### src/design/rafo_pkg.sv
// Package for the radial alpha falloff core: default widths, reset values and
// register indexes. Used by every module of the block.
package rafo_pkg;

    localparam int COORD_BITS_DEF = 12;
    localparam int ALPHA_W        = 8;
    localparam int Q_BITS         = 16;
    localparam int DIV_STAGES     = Q_BITS + 1;
    localparam int U_W            = Q_BITS + 1;
    localparam int SQUARINGS      = 3;
    localparam int RAD_SHIFT      = 31;
    localparam int APB_DW         = 32;
    localparam int APB_AW         = 3;
    localparam int TEX_SIZE_RESET = 256;

    localparam logic REG_TEX_SIZE = 1'b0;

endpackage

### src/design/rafo_sqrt_pipe.sv
// Pipelined integer square root of (d << 31), one root bit per stage.
// Depends on rafo_pkg; stage enables come from the top level.
module rafo_sqrt_pipe
    import rafo_pkg::*;
#(
    parameter int D_W = 2 * COORD_BITS_DEF + 3,
    parameter int RB  = (D_W + RAD_SHIFT) / 2
)
(
    input  logic                  clk,
    input  logic [RB-1:0]         en,
    input  logic [D_W-1:0]        d,
    output logic [RB-1:0]         root
);

    localparam int RAD_W = 2 * RB;
    localparam int REM_W = RB + 2;

    logic [REM_W-1:0] rem_reg  [RB];
    logic [RB-1:0]    root_reg [RB];
    logic [RAD_W-1:0] rad_reg  [RB];

    logic [REM_W-1:0] rem_in   [RB];
    logic [RB-1:0]    root_in  [RB];
    logic [RAD_W-1:0] rad_in   [RB];

    assign rem_in[0]  = '0;
    assign root_in[0] = '0;
    assign rad_in[0]  = RAD_W'({d, {RAD_SHIFT{1'b0}}});

    genvar k;
    generate
        for (k = 0; k < RB; k++)
        begin : g_stage
            logic [REM_W-1:0] rem_sh;
            logic [REM_W-1:0] trial;
            logic             ge;

            if (k > 0)
            begin : g_link
                assign rem_in[k]  = rem_reg[k-1];
                assign root_in[k] = root_reg[k-1];
                assign rad_in[k]  = rad_reg[k-1];
            end

            assign rem_sh = {rem_in[k][RB-1:0], rad_in[k][RAD_W-1 -: 2]};
            assign trial  = {root_in[k], 2'b01};
            assign ge     = (rem_sh >= trial);

            always_ff @(posedge clk)
            begin
                if (en[k])
                begin
                    rem_reg[k]  <= ge ? (rem_sh - trial) : rem_sh;
                    root_reg[k] <= {root_in[k][RB-2:0], ge};
                    rad_reg[k]  <= {rad_in[k][RAD_W-3:0], 2'b00};
                end
            end
        end
    endgenerate

    assign root = root_reg[RB-1];

endmodule

### config.mk
export PLATFORM = sky130hd
export DESIGN_NAME = rafo_sqrt_pipe
export DESIGN_NICKNAME = d
export VERILOG_FILES = /design/src/design/rafo_pkg.sv /design/src/design/rafo_sqrt_pipe.sv
export SDC_FILE = /design/constraint.sdc
export NUM_CORES = 2
export LEC_CHECK = 0
export ABC_CLOCK_PERIOD_IN_PS = 3800
export BUFFER_PORTS_ARGS = -buffer_cell sky130_fd_sc_hd__buf_4
export CORE_ASPECT_RATIO = 0.5
export CORE_MARGIN = 3
export CORE_UTILIZATION = 50
export CTS_BUF_LIST = sky130_fd_sc_hd__clkbuf_16
export CTS_CLUSTER_SIZE = 40
export DETAILED_ROUTE_END_ITERATION = 8
export PLACE_DENSITY = 0.66
export SYNTH_ARGS = -nofsm -noshare
export SYNTH_HDL_FRONTEND = slang
export SYNTH_SLANG_ARGS = --single-unit
### constraint.sdc
create_clock -name clk -period 3.8 [get_ports clk]
set_input_delay 0.38 -clock clk [delete_from_list [all_inputs] [get_ports clk]]
set_output_delay 0.38 -clock clk [all_outputs]
set_load 0.01 [all_outputs]
==> results.md <==
- Status: finished, violations left
- Failing checks: capacitance limit, slew limit
- CTS tree: yes
- Hold Path Origin: en[28]
- Critical Path Fanout Max: 12
- Post-DP HPWL: 102000 µm
- Pwr dens: 565 mW/mm²
- Cells on worst reg2reg path: 6
- Mux contribution to synthesized area: 0.00996
- Library cells used by synthesis: 87
- Setup Skew: 0.0708 ns
- Ys async rst share: 0
- Hold Slack: 0.0836 ns
- Die width: 541 µm
- Syn_nets: 6641
- Largest net degree at the start of global routing: 57
- Slowest-stage cell, CP: a2111oi_0
- Int Pwr: 31.8 mW
- Sequential Power Share: 0.463
- Core area: 0.141 mm²
- I/O pin total: 86
- Post-synthesis sequential area ratio: 0.572
- Post-Synth Adder-Cell Area: 0.0804
- Initial antenna violation count: 2
- Root Driver: clkbuf_16
- Max Slew Vio Count: 3
- Multi-input logic area: 0.0281 mm²
- Layout cells sized above 1: 0.0747
- Kind of critical path: register to register
- Clk slew on worst S/H paths: 0.06 ns
- Fmax achieved: 0.272 GHz
- Number of synthesized register bits: 1361
- CP top delay family: compound AO/OA/AOI/OAI gates
- Post-synthesis simple-gate area fraction: 0.113
- Via count: 46100
- IR drop worst, VDD: 0.000380 V
- Synth area leaders: edfxtp_1 (57%), ha_1 (7.6%), xnor2_1 (3.7%), xor2_1 (3.4%), inv_1 (3.0%)
- CTS Buf Count: 138
- Final Hold Fails: 0
- Worst path arrival time: 4.15 ns
- Switching portion of total power: 0.291
- Worst R2R End: rem_reg[1][368]$_DFFE_PP_
- FF-to-FF Start: rem_reg[1][336]$_DFFE_PP_
- Nets: 6852
- Max FFs per register: 757
- Syn-to-layout area delta: 11.0%
- WL per Instance: 16.3 µm
- Max-cap violations: 1
- Crit start category: register
- Gr ovfl total: 0
- Remaining antenna violation count: 0
- Hold EP: root_reg[1][351]$_DFFE_PP_
- Number of global-route vias before repair: 47800
- Worst Path Required: 4.27 ns
- Pleak: 31.2 nW
- Synth Cell Area: 0.0714 mm²
- Vias per cell: 5.54
- First-pass GRT wire length: 227000 µm
- Residual DRC: 0
- Row Count: 97
- Crit end category: register
- Final instance area: 0.0793 mm²
- Clock sink count: 1361
- Ys Warns: 0
- Flop2flop setup slack: 0.12 ns
- Placed cell areas: 0.0747 mm²
- WL final: 136000 µm
- CTS max path bufs: 4
- Area share of the largest cell type after synthesis: 0.572
- Reg area: 0.0409 mm²
- Cell-by-cell listing of the critical path: ha_1 -> a2111oi_0 -> o21ai_4 -> buf_4 -> nor2_1 -> a21oi_1
- Port buffer count: 85
- Buf/Inv on CP: 1
- # H-tree levels: 4
- Tcrit/Tclk final: 0.967
- EDFF count, synth: 1361
- Sw power: 13.0 mW
- Xor-xnor portion of the synthesized cell area: 0.0705
- Clock latency on the worst-skew pair: 0.80 ns
- Setup TNS: 0 ns
- Compound-Gate Fraction of Synth Area: 0.117
- Placer's final routability congestion estimate: 0.896
- Area leader, netlist: edfxtp_1
- Slowest stage delay, CP: 1.73 ns
- Clk pwr share: 0.292
- Number of fillers in the final layout: 11300
- Main synth FF type: edfxtp_1
- Main combinational cell family by area after synthesis: compound AO/OA/AOI/OAI gates
- Post-layout min period: 3.68 ns
- All-Layer GR Usage: 0.183
- Post-Syn Instances: 6134
- Drt first pass iters: 6
- Initial Utilization: 0.507
- Die Y: 273 µm
- Max-slew headroom: -0.434
- Fin cells: 8318
- Comb pwr share: 0.245
- Worst-margin pin slew: 2.10 ns
- # placed instances: 8053
- Die ar.: 0.148 mm²
- WHS Path Cells: 1
- Syn_area_per_cell: 11.6 µm²
- # setup viols final: 0
- Hold WC Path Type: input pin to register
- Drt first-iter violations: 2959
==> area by class of cell <==
class,instances,share of cell area
flip-flops and latches,1361,0.515
multi-input cells,4082,0.355
clock buffers,142,0.0448
well taps,1881,0.0297
inverters,577,0.0273
repair buffers,185,0.0196
clock inverters,88,0.00872
diodes,2,0.0000631
==> cells in the mapped netlist (62+ instances only) <==
master    number
clkbuf_1      94
a21oi_1      368
nor3_1       156
nor4_1        80
nor2_1       389
xor2_1       277
nand2b_1      81
xnor2_1      298
a21o_1       174
or3_1         62
inv_1        575
edfxtp_1    1361
o21ai_0      386
o21a_1        78
nand3_1       82
nor2b_1       64
ha_1         435
nand2_1      483
==> through the flow <==
stage,util,power [mW],setup WS (ns)
floorplan,-,28.7,0.358
global placement,0.530,31.4,-0.0598
detailed placement,0.530,31.8,0.00101
CTS,0.562,45.1,0.00213
global route,0.563,47.4,-0.0190
finish,0.563,44.8,0.124
==> worst max-delay path by stage <==
stage                                              from                   endpoint  cells past startpoint
after floorplan           rem_reg[1][248]$_SDFFCE_PP0P_  rem_reg[1][292]$_DFFE_PP_                     11
after global placement    rem_reg[1][279]$_SDFFCE_PP0P_  rem_reg[1][331]$_DFFE_PP_                     13
after detailed placement       rem_reg[0][96]$_DFFE_PP_  rem_reg[0][151]$_DFFE_PP_                     10
after CTS                      rem_reg[0][93]$_DFFE_PP_  rem_reg[0][151]$_DFFE_PP_                     10
after global routing      rem_reg[1][186]$_SDFFCE_PP0P_  rem_reg[1][240]$_DFFE_PP_                     10
final                         rem_reg[1][336]$_DFFE_PP_  rem_reg[1][368]$_DFFE_PP_                      6
==> cell usage in the layout, fill, tap and decap left out, types with 15 or more instances in the layout <==
cell and count:
edfxtp_1 1361, inv_1 597, nand2_1 483, ha_1 435
nor2_1 389, o21ai_0 382, a21oi_1 365, xnor2_1 298
xor2_1 277, a21o_1 174, nor3_1 155, buf_4 148
clkbuf_16 142, nand3_1 82, nand2b_1 81, o21a_1 78
nor4_1 74, nor2b_1 64, or3_1 62, mux2_2 57
nand4_1 51, or4_1 48, o31ai_1 45, and3_1 37
a31oi_1 33, or2_2 32, o21bai_1 32, a211oi_1 30
clkinv_1 29, dlygate4sd3_1 29, o211ai_1 22, clkinv_2 20
nand3b_1 15, fa_1 15
==> metal layers <==
metal	track usage	up-vias	part of all wire
met4	0.0661	0	0.033
met5	0	-	0
met2	0.366	832	0.55
li1	-	22800	-
met3	0.0278	315	0.033
met1	0.192	22100	0.39
==> cell families after synthesis <==
group	after synthesis
flip-flops	1361
AND/OR/NAND/NOR	1650
multiplexers	64
XOR/XNOR	575
buffers and inverters	692
adder cells (fa/ha/maj)	450
other	1
AO/OA/AOI/OAI	1341
==> power groups by stage <==
stage                     combinational, mW  sequential, mW  clock, mW
after floorplan                        8.15            20.6          0
after global placement                 10.4            21.0          0
after detailed placement               10.7            21.0          0
after global routing                   12.3            21.0       14.2
final                                  11.0            20.7       13.1
after CTS                              10.8            20.7       13.5
==> timing repair <==
item / CTS / global route
hold buffers: 29 / 0
setup buffers: 0 / 3
endpoints found under the setup margin: 2 / 65
cloned: 0 / 1
pin swaps: 0 / 3
endpoints found under the hold margin: 51 / 0
gates resized for setup: 1 / 21
Power figures use the tool's default switching activity.
