$ cat src/design/rafo_pkg.sv
// Package for the radial alpha falloff core: default widths, reset values and
// register indexes. Used by every module of the block.
package rafo_pkg;

    localparam int COORD_BITS_DEF = 12;
    localparam int ALPHA_W        = 8;
    localparam int Q_BITS         = 16;
    localparam int DIV_STAGES     = Q_BITS + 1;
    localparam int U_W            = Q_BITS + 1;
    localparam int SQUARINGS      = 3;
    localparam int RAD_SHIFT      = 31;
    localparam int APB_DW         = 32;
    localparam int APB_AW         = 3;
    localparam int TEX_SIZE_RESET = 256;

    localparam logic REG_TEX_SIZE = 1'b0;

endpackage

$ cat src/design/rafo_div_pipe.sv
// Pipelined restoring divider: quotient bits 16..0 of root / size, one per stage.
// Depends on rafo_pkg; bit 16 set means the ratio reached one.
module rafo_div_pipe
    import rafo_pkg::*;
#(
    parameter int RB = COORD_BITS_DEF + 17,
    parameter int SW = COORD_BITS_DEF + 1
)
(
    input  logic                  clk,
    input  logic [DIV_STAGES-1:0] en,
    input  logic [RB-1:0]         root,
    input  logic [SW-1:0]         size,
    output logic [U_W-1:0]        quot
);

    logic [RB-1:0]  rem_reg [DIV_STAGES];
    logic [U_W-1:0] q_reg   [DIV_STAGES];
    logic [RB-1:0]  rem_in  [DIV_STAGES];
    logic [U_W-1:0] q_in    [DIV_STAGES];

    assign rem_in[0] = root;
    assign q_in[0]   = '0;

    genvar k;
    generate
        for (k = 0; k < DIV_STAGES; k++)
        begin : g_stage
            logic [RB-1:0] dsh;
            logic          ge;

            if (k > 0)
            begin : g_link
                assign rem_in[k] = rem_reg[k-1];
                assign q_in[k]   = q_reg[k-1];
            end

            assign dsh = RB'(size) << (DIV_STAGES - 1 - k);
            assign ge  = (rem_in[k] >= dsh);

            always_ff @(posedge clk)
            begin
                if (en[k])
                begin
                    rem_reg[k] <= ge ? (rem_in[k] - dsh) : rem_in[k];
                    q_reg[k]   <= {q_in[k][U_W-2:0], ge};
                end
            end
        end
    endgenerate

    assign quot = q_reg[DIV_STAGES-1];

endmodule

$ cat config.mk
export PLATFORM = sky130hd
export DESIGN_NAME = rafo_div_pipe
export DESIGN_NICKNAME = d
export VERILOG_FILES = /design/src/design/rafo_pkg.sv /design/src/design/rafo_div_pipe.sv
export SDC_FILE = /design/constraint.sdc
export NUM_CORES = 1
export LEC_CHECK = 0
export BUFFER_PORTS_ARGS = -buffer_cell sky130_fd_sc_hd__buf_2
export CORE_ASPECT_RATIO = 1.2
export CORE_UTILIZATION = 50
export DETAILED_ROUTE_END_ITERATION = 16
export GPL_ROUTABILITY_DRIVEN = 1
export PLACE_DENSITY_LB_ADDON = 0.25
export SYNTH_ARGS = -nofsm -noshare
export SYNTH_HDL_FRONTEND = slang
export SYNTH_SLANG_ARGS = --single-unit
$ cat constraint.sdc
create_clock -name clk -period 3.15 [get_ports clk]
set_clock_uncertainty 0.2 [all_clocks]
set_input_delay 0.1575 -clock clk [delete_from_list [all_inputs] [get_ports clk]]
set_output_delay 0.1575 -clock clk [all_outputs]
set_load 0.02 [all_outputs]
==> results of run 1 <==
==> kinds of logic (layout without fill, tap and decap cells) <==
logic type	count (synthesis)	after routing	share of synthesized area [%]
and+or+nand+nor	802	802	12.3
AOI/OAI and AO/OA	668	668	12.6
muxes	45	45	1.51
adders and majority gates	237	237	9.31
DFF	617	617	55.9
buffers and inverters	144	748	1.64
xor gates and xnor gates	257	257	6.79
==> power breakdown <==
group | switching [uW] | internal, uW | leakage (uW)
logic | 6630 | 6510 | 0.00911
clock network | 3220 | 4500 | 0.00104
registers | 1350 | 11700 | 0.00589
total | 11200 | 22700 | 0.0160
==> critical path: cells and delay by family, from the launching register on <==
kind | cells | cell delay [ps]
AND/OR/NAND/NOR | 5 | 1580
flip-flops | 1 | 400
AO/OA/AOI/OAI | 2 | 400
XOR/XNOR | 1 | 140
buffers and inverters | 2 | 310
==> through the flow <==
step	setup WS, ps	utilization (%)	std cells	hold slack (ps)	power (uW)
5_1_grt	-213	62.9	4214	54.8	35800
3_3_place_gp	-233	57.4	4022	146	25000
6_report	-140	62.9	4214	19.8	33900
4_1_cts	-96.8	61.9	4199	11.0	33500
3_5_place_dp	-297	57.4	4022	149	25300
2_1_floorplan	-70.6	-	2770	56.4	20500
==> repair_timing <==
action                                  4_1_cts  5_1_grt
setup buffers                                21       17
pin swaps                                    19       23
resized for setup                            57      121
endpoints found under the setup margin       82      156
hold buffers                                 38        0
hold endpoints to repair                    284        0
gates cloned                                  2        2
==> cell usage after synthesis (16+ instances only) <==
| cell | count |
|---|---|
| edfxtp_1 | 617 |
| ha_1 | 221 |
| nor2_1 | 199 |
| o21ai_0 | 196 |
| a21oi_1 | 193 |
| nand2_1 | 192 |
| xor2_1 | 143 |
| xnor2_1 | 114 |
| inv_1 | 100 |
| nor3_1 | 73 |
| a21o_1 | 70 |
| nor4_1 | 51 |
| nand2b_1 | 50 |
| nand3_1 | 47 |
| o21a_1 | 42 |
| mux2_2 | 41 |
| clkbuf_1 | 37 |
| nor2b_1 | 33 |
| nand4_1 | 30 |
| a211oi_1 | 23 |
| o31ai_1 | 21 |
| or3_1 | 19 |
| nor4b_1 | 18 |
| fa_1 | 16 |
==> layout make-up <==
cell class / count / area [um^2] / share of cell area, %
clock inverter: 40 / 427 / 1.03
sequential: 617 / 18500 / 44.8
clock buffer: 76 / 1710 / 4.14
timing repair buffer: 531 / 4350 / 10.5
tap: 840 / 1050 / 2.54
inverter: 101 / 393 / 0.950
multi-input combinational: 2009 / 14900 / 36.0
==> how the worst max path moves through the flow <==
stage | slack [ps] | depth (start not counted) | start | end
detailed placement | -300 | 11 | size[0] | rem_reg[0][339]$_DFFE_PP_
CTS | -100 | 9 | rem_reg[0][426]$_DFFE_PP_ | rem_reg[0][458]$_DFFE_PP_
global placement | -230 | 13 | size[0] | rem_reg[0][457]$_DFFE_PP_
floorplan | -70 | 9 | rem_reg[0][424]$_DFFE_PP_ | rem_reg[0][457]$_DFFE_PP_
finish | -140 | 10 | rem_reg[0][426]$_DFFE_PP_ | rem_reg[0][459]$_DFFE_PP_
global route | -210 | 10 | rem_reg[0][426]$_DFFE_PP_ | rem_reg[0][461]$_DFFE_PP_
==> metal layers <==
metal  up-vias  track usage (%)
met5         -                0
met4         0             10.7
met3       173             3.22
met2       507             44.4
met1     11700             30.1
li1      11600                -
==> impl_metrics.env, run 1 <==
export IMPL_run_status="complete, but fails checks"
export IMPL_failed_checks="negative setup slack"
export IMPL_synth_warnings=0
export IMPL_end_kind="flop"
export IMPL_async_flop_share_pct=0
export IMPL_rr_worst_depth=10
export IMPL_number_of_synthesized_flops_with_an_enable_pin=617
export IMPL_synth_seq_cells=617
export IMPL_power_leakage_uw=0.0160
export IMPL_grt_setup_unrepaired="true"
export IMPL_synthesis_nets=3067
export IMPL_die_width_um=237
export IMPL_clkSlewWorstSetupHoldPaths_ps=60
export IMPL_critical_path_reg2reg_startpoint="rem_reg[0][426]$_DFFE_PP_"
export IMPL_crit_path_cell_trace="or3_4 > or4_4 > or3_4 > or3_4 > a311oi_4 > inv_2 > o2111ai_4 > buf_12 > nor3_4 > xor2_1"
export IMPL_clockBufferDepth=3
export IMPL_initial_antenna_violation_count=0
export IMPL_highest_signal_layer="met4"
export IMPL_drt_iter0_drc=1302
export IMPL_routed_wl_met3_um=2980
export IMPL_dieArea_mm2=0.0673
export IMPL_gr_usage_all_layers_pct=24.9
export IMPL_gp_routability_congestion=0.937
export IMPL_power_per_unit_of_standard_cell_area_mw_per_mm2=819
export IMPL_routed_wire_length_per_instance_um=20.0
export IMPL_half_perimeter_wire_length_after_placement_um=63800
export IMPL_met2_length_um=43000
export IMPL_timing_setup_critical_path_class="flop to flop"
export IMPL_synth_top_cells_by_area="edfxtp_1 56%, ha_1 8.3%, xor2_1 3.8%"
export IMPL_synth_sequential_area_ratio_pct=55.9
export IMPL_crit_path_start_kind="flop"
export IMPL_clk_insertion_delay_late_ps=610
export IMPL_area_growth_pct=24.7
export IMPL_root_buffer="clkbuf_16"
export IMPL_via_count=24000
export IMPL_cp_data_required_time_ps=3290
export IMPL_wire_length_of_the_first_global_routing_pass_um=131000
export IMPL_m1WireLength_um=34800
export IMPL_synth_top_area_share_pct=55.9
export IMPL_timing_max_cap_violations=0
export IMPL_layout_cells_most_common="edfxtp_1"
export IMPL_crit_reg2reg_capture="rem_reg[0][459]$_DFFE_PP_"
export IMPL_timing_hold_worst_path_depth=1
export IMPL_post_dp_cell_area_mm2=0.0377
export IMPL_cts_inserted_buffers=67
export IMPL_fillers=5065
export IMPL_mostFrequentLayoutCells="617 x edfxtp_1, 371 x buf_4, 216 x ha_1, 190 x nand2_1, 186 x nor2_1"
export IMPL_slowest_stage="or4_4"
export IMPL_grt_overflow=0
export IMPL_drcViolationCount=0
export IMPL_die_h_um=284
export IMPL_postLayoutSetupSlackWorst_ps=-140
export IMPL_placementRows=103
export IMPL_antenna_cells=0
export IMPL_peakVddDrop_mv=0.703
export IMPL_clock_tree_from_tritoncts="yes"
export IMPL_postSynth_topFlopCell="edfxtp_1"
export IMPL_drt_antenna_violating_nets=0
export IMPL_netlist_area_mm2=0.0332
export IMPL_path_max_fanout=5
export IMPL_grt_start_max_net_pins=45
export IMPL_worst_slew_pin_slew_ps=1120
export IMPL_ios=77
export IMPL_cts_sinks=617
export IMPL_post_route_cells_drive_above_1_share_pct=23.4
export IMPL_cpMostUsedCell="or3_4"
export IMPL_largest_register_ff_count=464
export IMPL_htree_num_levels=3
export IMPL_initial_core_util_pct=50.4
export IMPL_portBuffers=76
export IMPL_first_global_vias=24300
export IMPL_holdPathEnd="rem_reg[0][129]$_DFFE_PP_"
export IMPL_maxSlewHeadroom_pct=25.1
export IMPL_netlist_instances=2770
export IMPL_largest_incremental_delay_on_the_critical_path_ps=420
export IMPL_finalCriticalPeriod_ps=3290
export IMPL_number_of_max_slew_violations_in_the_final_report=0
export IMPL_detail_route_wirelength_um=84400
export IMPL_critical_path_arrival_ps=3430
export IMPL_syn_mean_instance_area_um2=12.0
export IMPL_synth_cell_types=80
export IMPL_totalNegativeSetupSlack_ps=-2790
export IMPL_fmax_ghz=0.304
export IMPL_route_detailed_vias_per_inst=5.70
export IMPL_final_cell_area_mm2=0.0414
export IMPL_synth_top_area_cell="edfxtp_1"
export IMPL_timing_reg2reg_setup_slack_ps=-140
export IMPL_finalSetupViolations=38
export IMPL_timing_hold_worst_class="input port to flop"
export IMPL_hold_path_startpoint="en[4]"
export IMPL_timing_final_hold_violations=0
export IMPL_first_pass_iters=5
export IMPL_num_nets_final=3624
export IMPL_core_area_mm2=0.0657
export IMPL_final_min_period_over_clock_period_pct=104
Power figures use the tool's default switching activity.
==> run 2: changes to the inputs <==
- MAX_ROUTING_LAYER: unset -> met4
==> impl_metrics.env, run 2 (same netlist as run 1, synthesis figures left out) <==
export IMPL_run_status="complete, but fails checks"
export IMPL_failed_checks="negative setup slack"
export IMPL_wire_length_of_the_first_global_routing_pass_um=130000
export IMPL_largest_incremental_delay_on_the_critical_path_ps=440
export IMPL_layout_cells_most_common="edfxtp_1"
export IMPL_totalNegativeSetupSlack_ps=-1350
export IMPL_totalPowerFinal_uw=33500
export IMPL_clock_power_share_pct=22.4
export IMPL_timing_hold_worst_class="input port to flop"
export IMPL_cp_data_required_time_ps=3300
export IMPL_critical_path_arrival_ps=3440
export IMPL_grt_start_max_net_pins=46
export IMPL_end_kind="flop"
export IMPL_mostFrequentLayoutCells="617 x edfxtp_1, 377 x buf_4, 213 x ha_1, 195 x nor2_1, 189 x nand2_1"
export IMPL_comb_power_share_pct=38.7
export IMPL_num_nets_final=3622
export IMPL_fillers=5116
export IMPL_crit_path_cell_trace="or3_4 > or4_4 > or3_4 > or3_4 > a311oi_4 > inv_2 > buf_4 > buf_4 > buf_4 > mux2i_1"
export IMPL_seq_area_mm2=0.0185
export IMPL_drt_antenna_violating_nets=0
export IMPL_fmax_ghz=0.304
export IMPL_critical_path_reg2reg_startpoint="rem_reg[0][426]$_DFFE_PP_"
export IMPL_routed_wire_length_per_instance_um=19.8
export IMPL_seq_power_share_pct=38.9
export IMPL_power_internal_uw=22400
export IMPL_peakVddDrop_mv=0.555
export IMPL_first_pass_iters=5
export IMPL_placementRows=103
export IMPL_portBuffers=76
export IMPL_post_route_cells_drive_above_1_share_pct=23.1
export IMPL_antenna_cells=0
export IMPL_timing_reg2reg_setup_slack_ps=-140
export IMPL_crit_path_end="rem_reg[0][436]$_DFFE_PP_"
export IMPL_first_global_vias=24100
export IMPL_htree_num_levels=3
export IMPL_timing_final_hold_violations=0
export IMPL_number_of_max_slew_violations_in_the_final_report=0
export IMPL_gp_routability_congestion=0.953
export IMPL_initial_core_util_pct=50.4
export IMPL_via_count=23900
export IMPL_power_per_unit_of_standard_cell_area_mw_per_mm2=815
export IMPL_die_width_um=237
export IMPL_grt_overflow=0
export IMPL_dieArea_mm2=0.0673
export IMPL_slowest_stage="or4_4"
export IMPL_crit_reg2reg_capture="rem_reg[0][436]$_DFFE_PP_"
export IMPL_initial_antenna_violation_count=0
export IMPL_area_growth_pct=24.0
export IMPL_cts_inserted_buffers=67
export IMPL_power_leakage_uw=0.0159
export IMPL_clock_tree_from_tritoncts="yes"
export IMPL_grt_setup_unrepaired="true"
export IMPL_half_perimeter_wire_length_after_placement_um=63400
export IMPL_root_buffer="clkbuf_16"
export IMPL_rr_worst_depth=10
export IMPL_crit_path_start_kind="flop"
export IMPL_clk_insertion_delay_late_ps=600
export IMPL_netSwitchingFraction_pct=33.1
export IMPL_utilization_pct=62.5
export IMPL_final_min_period_over_clock_period_pct=105
export IMPL_route_detailed_vias_per_inst=5.68
export IMPL_worst_slew_pin_slew_ps=1140
export IMPL_finalCriticalPeriod_ps=3290
export IMPL_finish_cell_count_without_fillers=4215
export IMPL_gr_usage_all_layers_pct=25.5
export IMPL_cts_sinks=617
export IMPL_drcViolationCount=0
export IMPL_timing_critical_path_from="rem_reg[0][426]$_DFFE_PP_"
export IMPL_multi_input_comb_area_mm2=0.0148
export IMPL_core_area_mm2=0.0657
export IMPL_largest_register_ff_count=464
export IMPL_timing_setup_critical_path_class="flop to flop"
export IMPL_maxSlewHeadroom_pct=24.3
export IMPL_clockBufferDepth=3
export IMPL_die_h_um=284
export IMPL_drt_iter0_drc=1385
export IMPL_postLayoutSetupSlackWorst_ps=-143
export IMPL_path_max_fanout=5
export IMPL_detail_route_wirelength_um=83500
export IMPL_worst_hold_slack_ps=13.1
export IMPL_switchingPower_uw=11100
export IMPL_finalSetupViolations=18
export IMPL_place_detailed_instances=4023
export IMPL_clkSlewWorstSetupHoldPaths_ps=60
export IMPL_ios=77
export IMPL_timing_max_cap_violations=0
==> run 2: cell type report <==
| cell class | instances | area share, % |
|---|---|---|
| Tap cell | 840 | 2.56 |
| Clock buffer | 78 | 4.28 |
| Clock inverter | 41 | 0.734 |
| Timing Repair Buffer | 529 | 10.4 |
| Sequential cell | 617 | 45.1 |
| Inverter | 101 | 0.956 |
| Multi-Input combinational cell | 2009 | 36.0 |
==> run 2: how the worst min path moves through the flow <==
stage,depth (start not counted),to,from,slack (ps)
final,1,q_reg[8][4]$_DFFE_PP_,en[8],10
after global routing,1,q_reg[8][3]$_DFFE_PP_,en[8],40
after CTS,1,q_reg[8][3]$_DFFE_PP_,en[8],5
after detailed placement,1,rem_reg[0][1]$_DFFE_PP_,root[1],150
after global placement,1,rem_reg[0][5]$_DFFE_PP_,root[5],150
after floorplan,0,rem_reg[0][0]$_DFFE_PP_,root[0],60
==> run 2: worst max-delay path: cells and delay by family, from the launching register on <==
kind | cells | cell delay (ps)
DFF | 1 | 400
buffers and inverters | 4 | 520
muxes | 1 | 110
and+or+nand+nor | 4 | 1560
AOI/OAI and AO/OA | 1 | 250
==> run 2: repair_timing <==
action                     CTS  global route
resized for setup           43           111
hold endpoints to repair   277             0
gates cloned                 2             1
buffers inserted            17            16
setup endpoints to repair   66           173
hold buffers                38             0
pin swaps                   13            45
==> run 2: layer usage <==
| layer | vias to the layer above | part of all wire (%) | wire, um | GRT usage (%) |
|---|---|---|---|---|
| met3 | 182 | 3.8 | 3130 | 3.39 |
| met5 | - | 0 | 0 | - |
| met4 | 0 | 3.9 | 3260 | 9.89 |
| met2 | 498 | 51 | 42800 | 44.2 |
| li1 | 11600 | - | - | - |
| met1 | 11600 | 41 | 34300 | 29.9 |
==> run 2: per-stage QoR <==
stage / instance area (um^2) / setup slack, ps
6_report: 41100 / -143
5_1_grt: 41100 / -225
4_1_cts: 40500 / -74.4
3_5_place_dp: 37700 / -293
3_3_place_gp: 37700 / -227
2_1_floorplan: 33300 / -70.6
==> run 2: power by group through the flow <==
stage          Clock, uW  Combinational [uW]  Sequential [uW]
3_3_place_gp           0               11900            13100
6_report            7500               13000            13000
2_1_floorplan          0                7960            12600
4_1_cts             7670               12600            13000
5_1_grt             7950               14300            13200
3_5_place_dp           0               12200            13100
==> run 3: changes to the inputs <==
- RECOVER_POWER: unset -> 50
==> impl_metrics.env, run 3 (same netlist as run 1, synthesis figures left out) <==
export IMPL_netSwitchingFraction_pct=33.0
export IMPL_die_h_um=284
export IMPL_totalNegativeSetupSlack_ps=-1350
export IMPL_antenna_cells=0
export IMPL_grt_overflow=0
export IMPL_power_per_unit_of_standard_cell_area_mw_per_mm2=815
export IMPL_fillers=5123
export IMPL_first_pass_iters=6
export IMPL_drt_antenna_violating_nets=0
export IMPL_cp_data_required_time_ps=3300
export IMPL_worst_hold_slack_ps=88.6
export IMPL_route_detailed_vias_per_inst=5.68
export IMPL_portBuffers=76
export IMPL_end_kind="flop"
export IMPL_power_leakage_uw=0.0159
export IMPL_clockBufferDepth=3
export IMPL_drcViolationCount=0
export IMPL_number_of_max_slew_violations_in_the_final_report=340
export IMPL_htree_num_levels=3
export IMPL_use_met1_pct=29.9
export IMPL_grt_use_met3_pct=3.39
export IMPL_cts_inserted_buffers=67
export IMPL_power_internal_uw=22400
export IMPL_pre_cts_ws_ps=-293
export IMPL_clock_tree_from_tritoncts="yes"
export IMPL_initial_core_util_pct=50.4
export IMPL_switchingPower_uw=11100
export IMPL_comb_power_share_pct=38.7
export IMPL_wire_length_of_the_first_global_routing_pass_um=130000
export IMPL_gr_usage_all_layers_pct=25.5
export IMPL_fmax_ghz=0.304
export IMPL_gp_routability_congestion=0.953
export IMPL_first_global_vias=24100
export IMPL_routed_wire_length_per_instance_um=19.8
export IMPL_path_max_fanout=5
export IMPL_post_route_cells_drive_above_1_share_pct=22.6
export IMPL_clk_insertion_delay_late_ps=610
export IMPL_drt_iter0_drc=1347
export IMPL_mostFrequentLayoutCells="617 x edfxtp_1, 376 x buf_4, 213 x ha_1, 195 x nor2_1, 189 x nand2_1"
export IMPL_placementRows=103
export IMPL_clock_power_share_pct=22.4
export IMPL_run_status="complete, but fails checks"
export IMPL_peakVddDrop_mv=0.554
export IMPL_critical_path_arrival_ps=3440
export IMPL_timing_setup_critical_path_class="flop to flop"
export IMPL_place_detailed_instances=4023
export IMPL_cts_sinks=617
export IMPL_area_growth_pct=23.9
export IMPL_timing_max_cap_violations=8
export IMPL_grt_start_max_net_pins=46
export IMPL_seq_power_share_pct=38.9
export IMPL_initial_antenna_violation_count=0
export IMPL_largest_register_ff_count=464
export IMPL_final_min_period_over_clock_period_pct=105
export IMPL_timing_hold_worst_class="input port to flop"
export IMPL_die_width_um=237
export IMPL_crit_path_start_kind="flop"
export IMPL_root_buffer="clkbuf_16"
export IMPL_maxSlewHeadroom_pct=-87.3
export IMPL_failed_checks="max-capacitance violations, max-slew violations, negative setup slack"
export IMPL_finish_cell_count_without_fillers=4215
export IMPL_finalSetupViolations=16
export IMPL_ios=77
export IMPL_detail_route_wirelength_um=83400
export IMPL_totalPowerFinal_uw=33500
export IMPL_dieArea_mm2=0.0673
export IMPL_gr_max_usage_layer="met2"
export IMPL_via_count=23900
export IMPL_grtUsageMet2_pct=44.2
export IMPL_clkSlewWorstSetupHoldPaths_ps=60
export IMPL_finalCriticalPeriod_ps=3290
export IMPL_core_area_mm2=0.0657
export IMPL_worst_slew_pin_slew_ps=2810
export IMPL_layout_cells_most_common="edfxtp_1"
export IMPL_grt_setup_unrepaired="true"
export IMPL_half_perimeter_wire_length_after_placement_um=63400
export IMPL_timing_final_hold_violations=0
export IMPL_num_nets_final=3622
export IMPL_postLayoutSetupSlackWorst_ps=-142
==> run 3: what timing repair did <==
item                                   in CTS  in global routing
endpoints found under the hold margin     277                  0
hold buffers                               38                  0
resized for setup                          43                111
setup endpoints to repair                  66                173
setup buffers                              17                 16
pin swaps                                  13                 45
cloned                                      2                  1
==> run 3: path summary, 6_finish.rpt <==
check,from,slack (ps),end,depth (start not counted)
setup / recovery,rem_reg[0][426]$_DFFE_PP_,-140,rem_reg[0][436]$_DFFE_PP_,10
hold / removal,root[4],90,rem_reg[0][4]$_DFFE_PP_,2
setup reg to reg,rem_reg[0][426]$_DFFE_PP_,-140,rem_reg[0][436]$_DFFE_PP_,10
hold reg to reg,q_reg[1][0]$_DFFE_PP_,210,q_reg[2][1]$_DFFE_PP_,0
==> run 3: power groups by stage <==
stage               clock network [uW]  registers [uW]  logic (uW)
floorplan                            0           12600        7960
global placement                     0           13100       11900
detailed placement                   0           13100       12200
CTS                               7670           13000       12600
global route                      7950           13200       14300
finish                            7500           13000       13000
==> run 3: per-stage QoR <==
| stage | instance area [um^2] | utilization [%] |
|---|---|---|
| detailed placement | 37700 | 57.4 |
| global route | 41100 | 62.5 |
| finish | 41100 | 62.5 |
| global placement | 37700 | 57.4 |
| floorplan | 33300 | - |
| CTS | 40500 | 61.7 |
==> run 3: area by class of cell <==
class | instances | area, um^2 | share of cell area, %
tap | 840 | 1050 | 2.56
clock buffer | 78 | 1760 | 4.29
sequential | 617 | 18500 | 45.1
inverter | 101 | 393 | 0.956
clock inverter | 41 | 302 | 0.734
timing repair buffer | 529 | 4240 | 10.3
multi-input combinational | 2009 | 14800 | 36.0
==> run 3: worst max-delay path: stages, from the launching register on <==
cell	delay (ps)
edfxtp_1	400
or3_4	410
or4_4	440
or3_4	340
or3_4	370
a311oi_4	250
inv_2	120
buf_4	150
buf_4	120
buf_4	130
mux2i_1	110
==> run 3: layer usage <==
metal,share of wire [%],up-vias
met5,0,-
met4,3.9,0
met3,3.6,178
met2,51,468
met1,41,11600
li1,-,11600
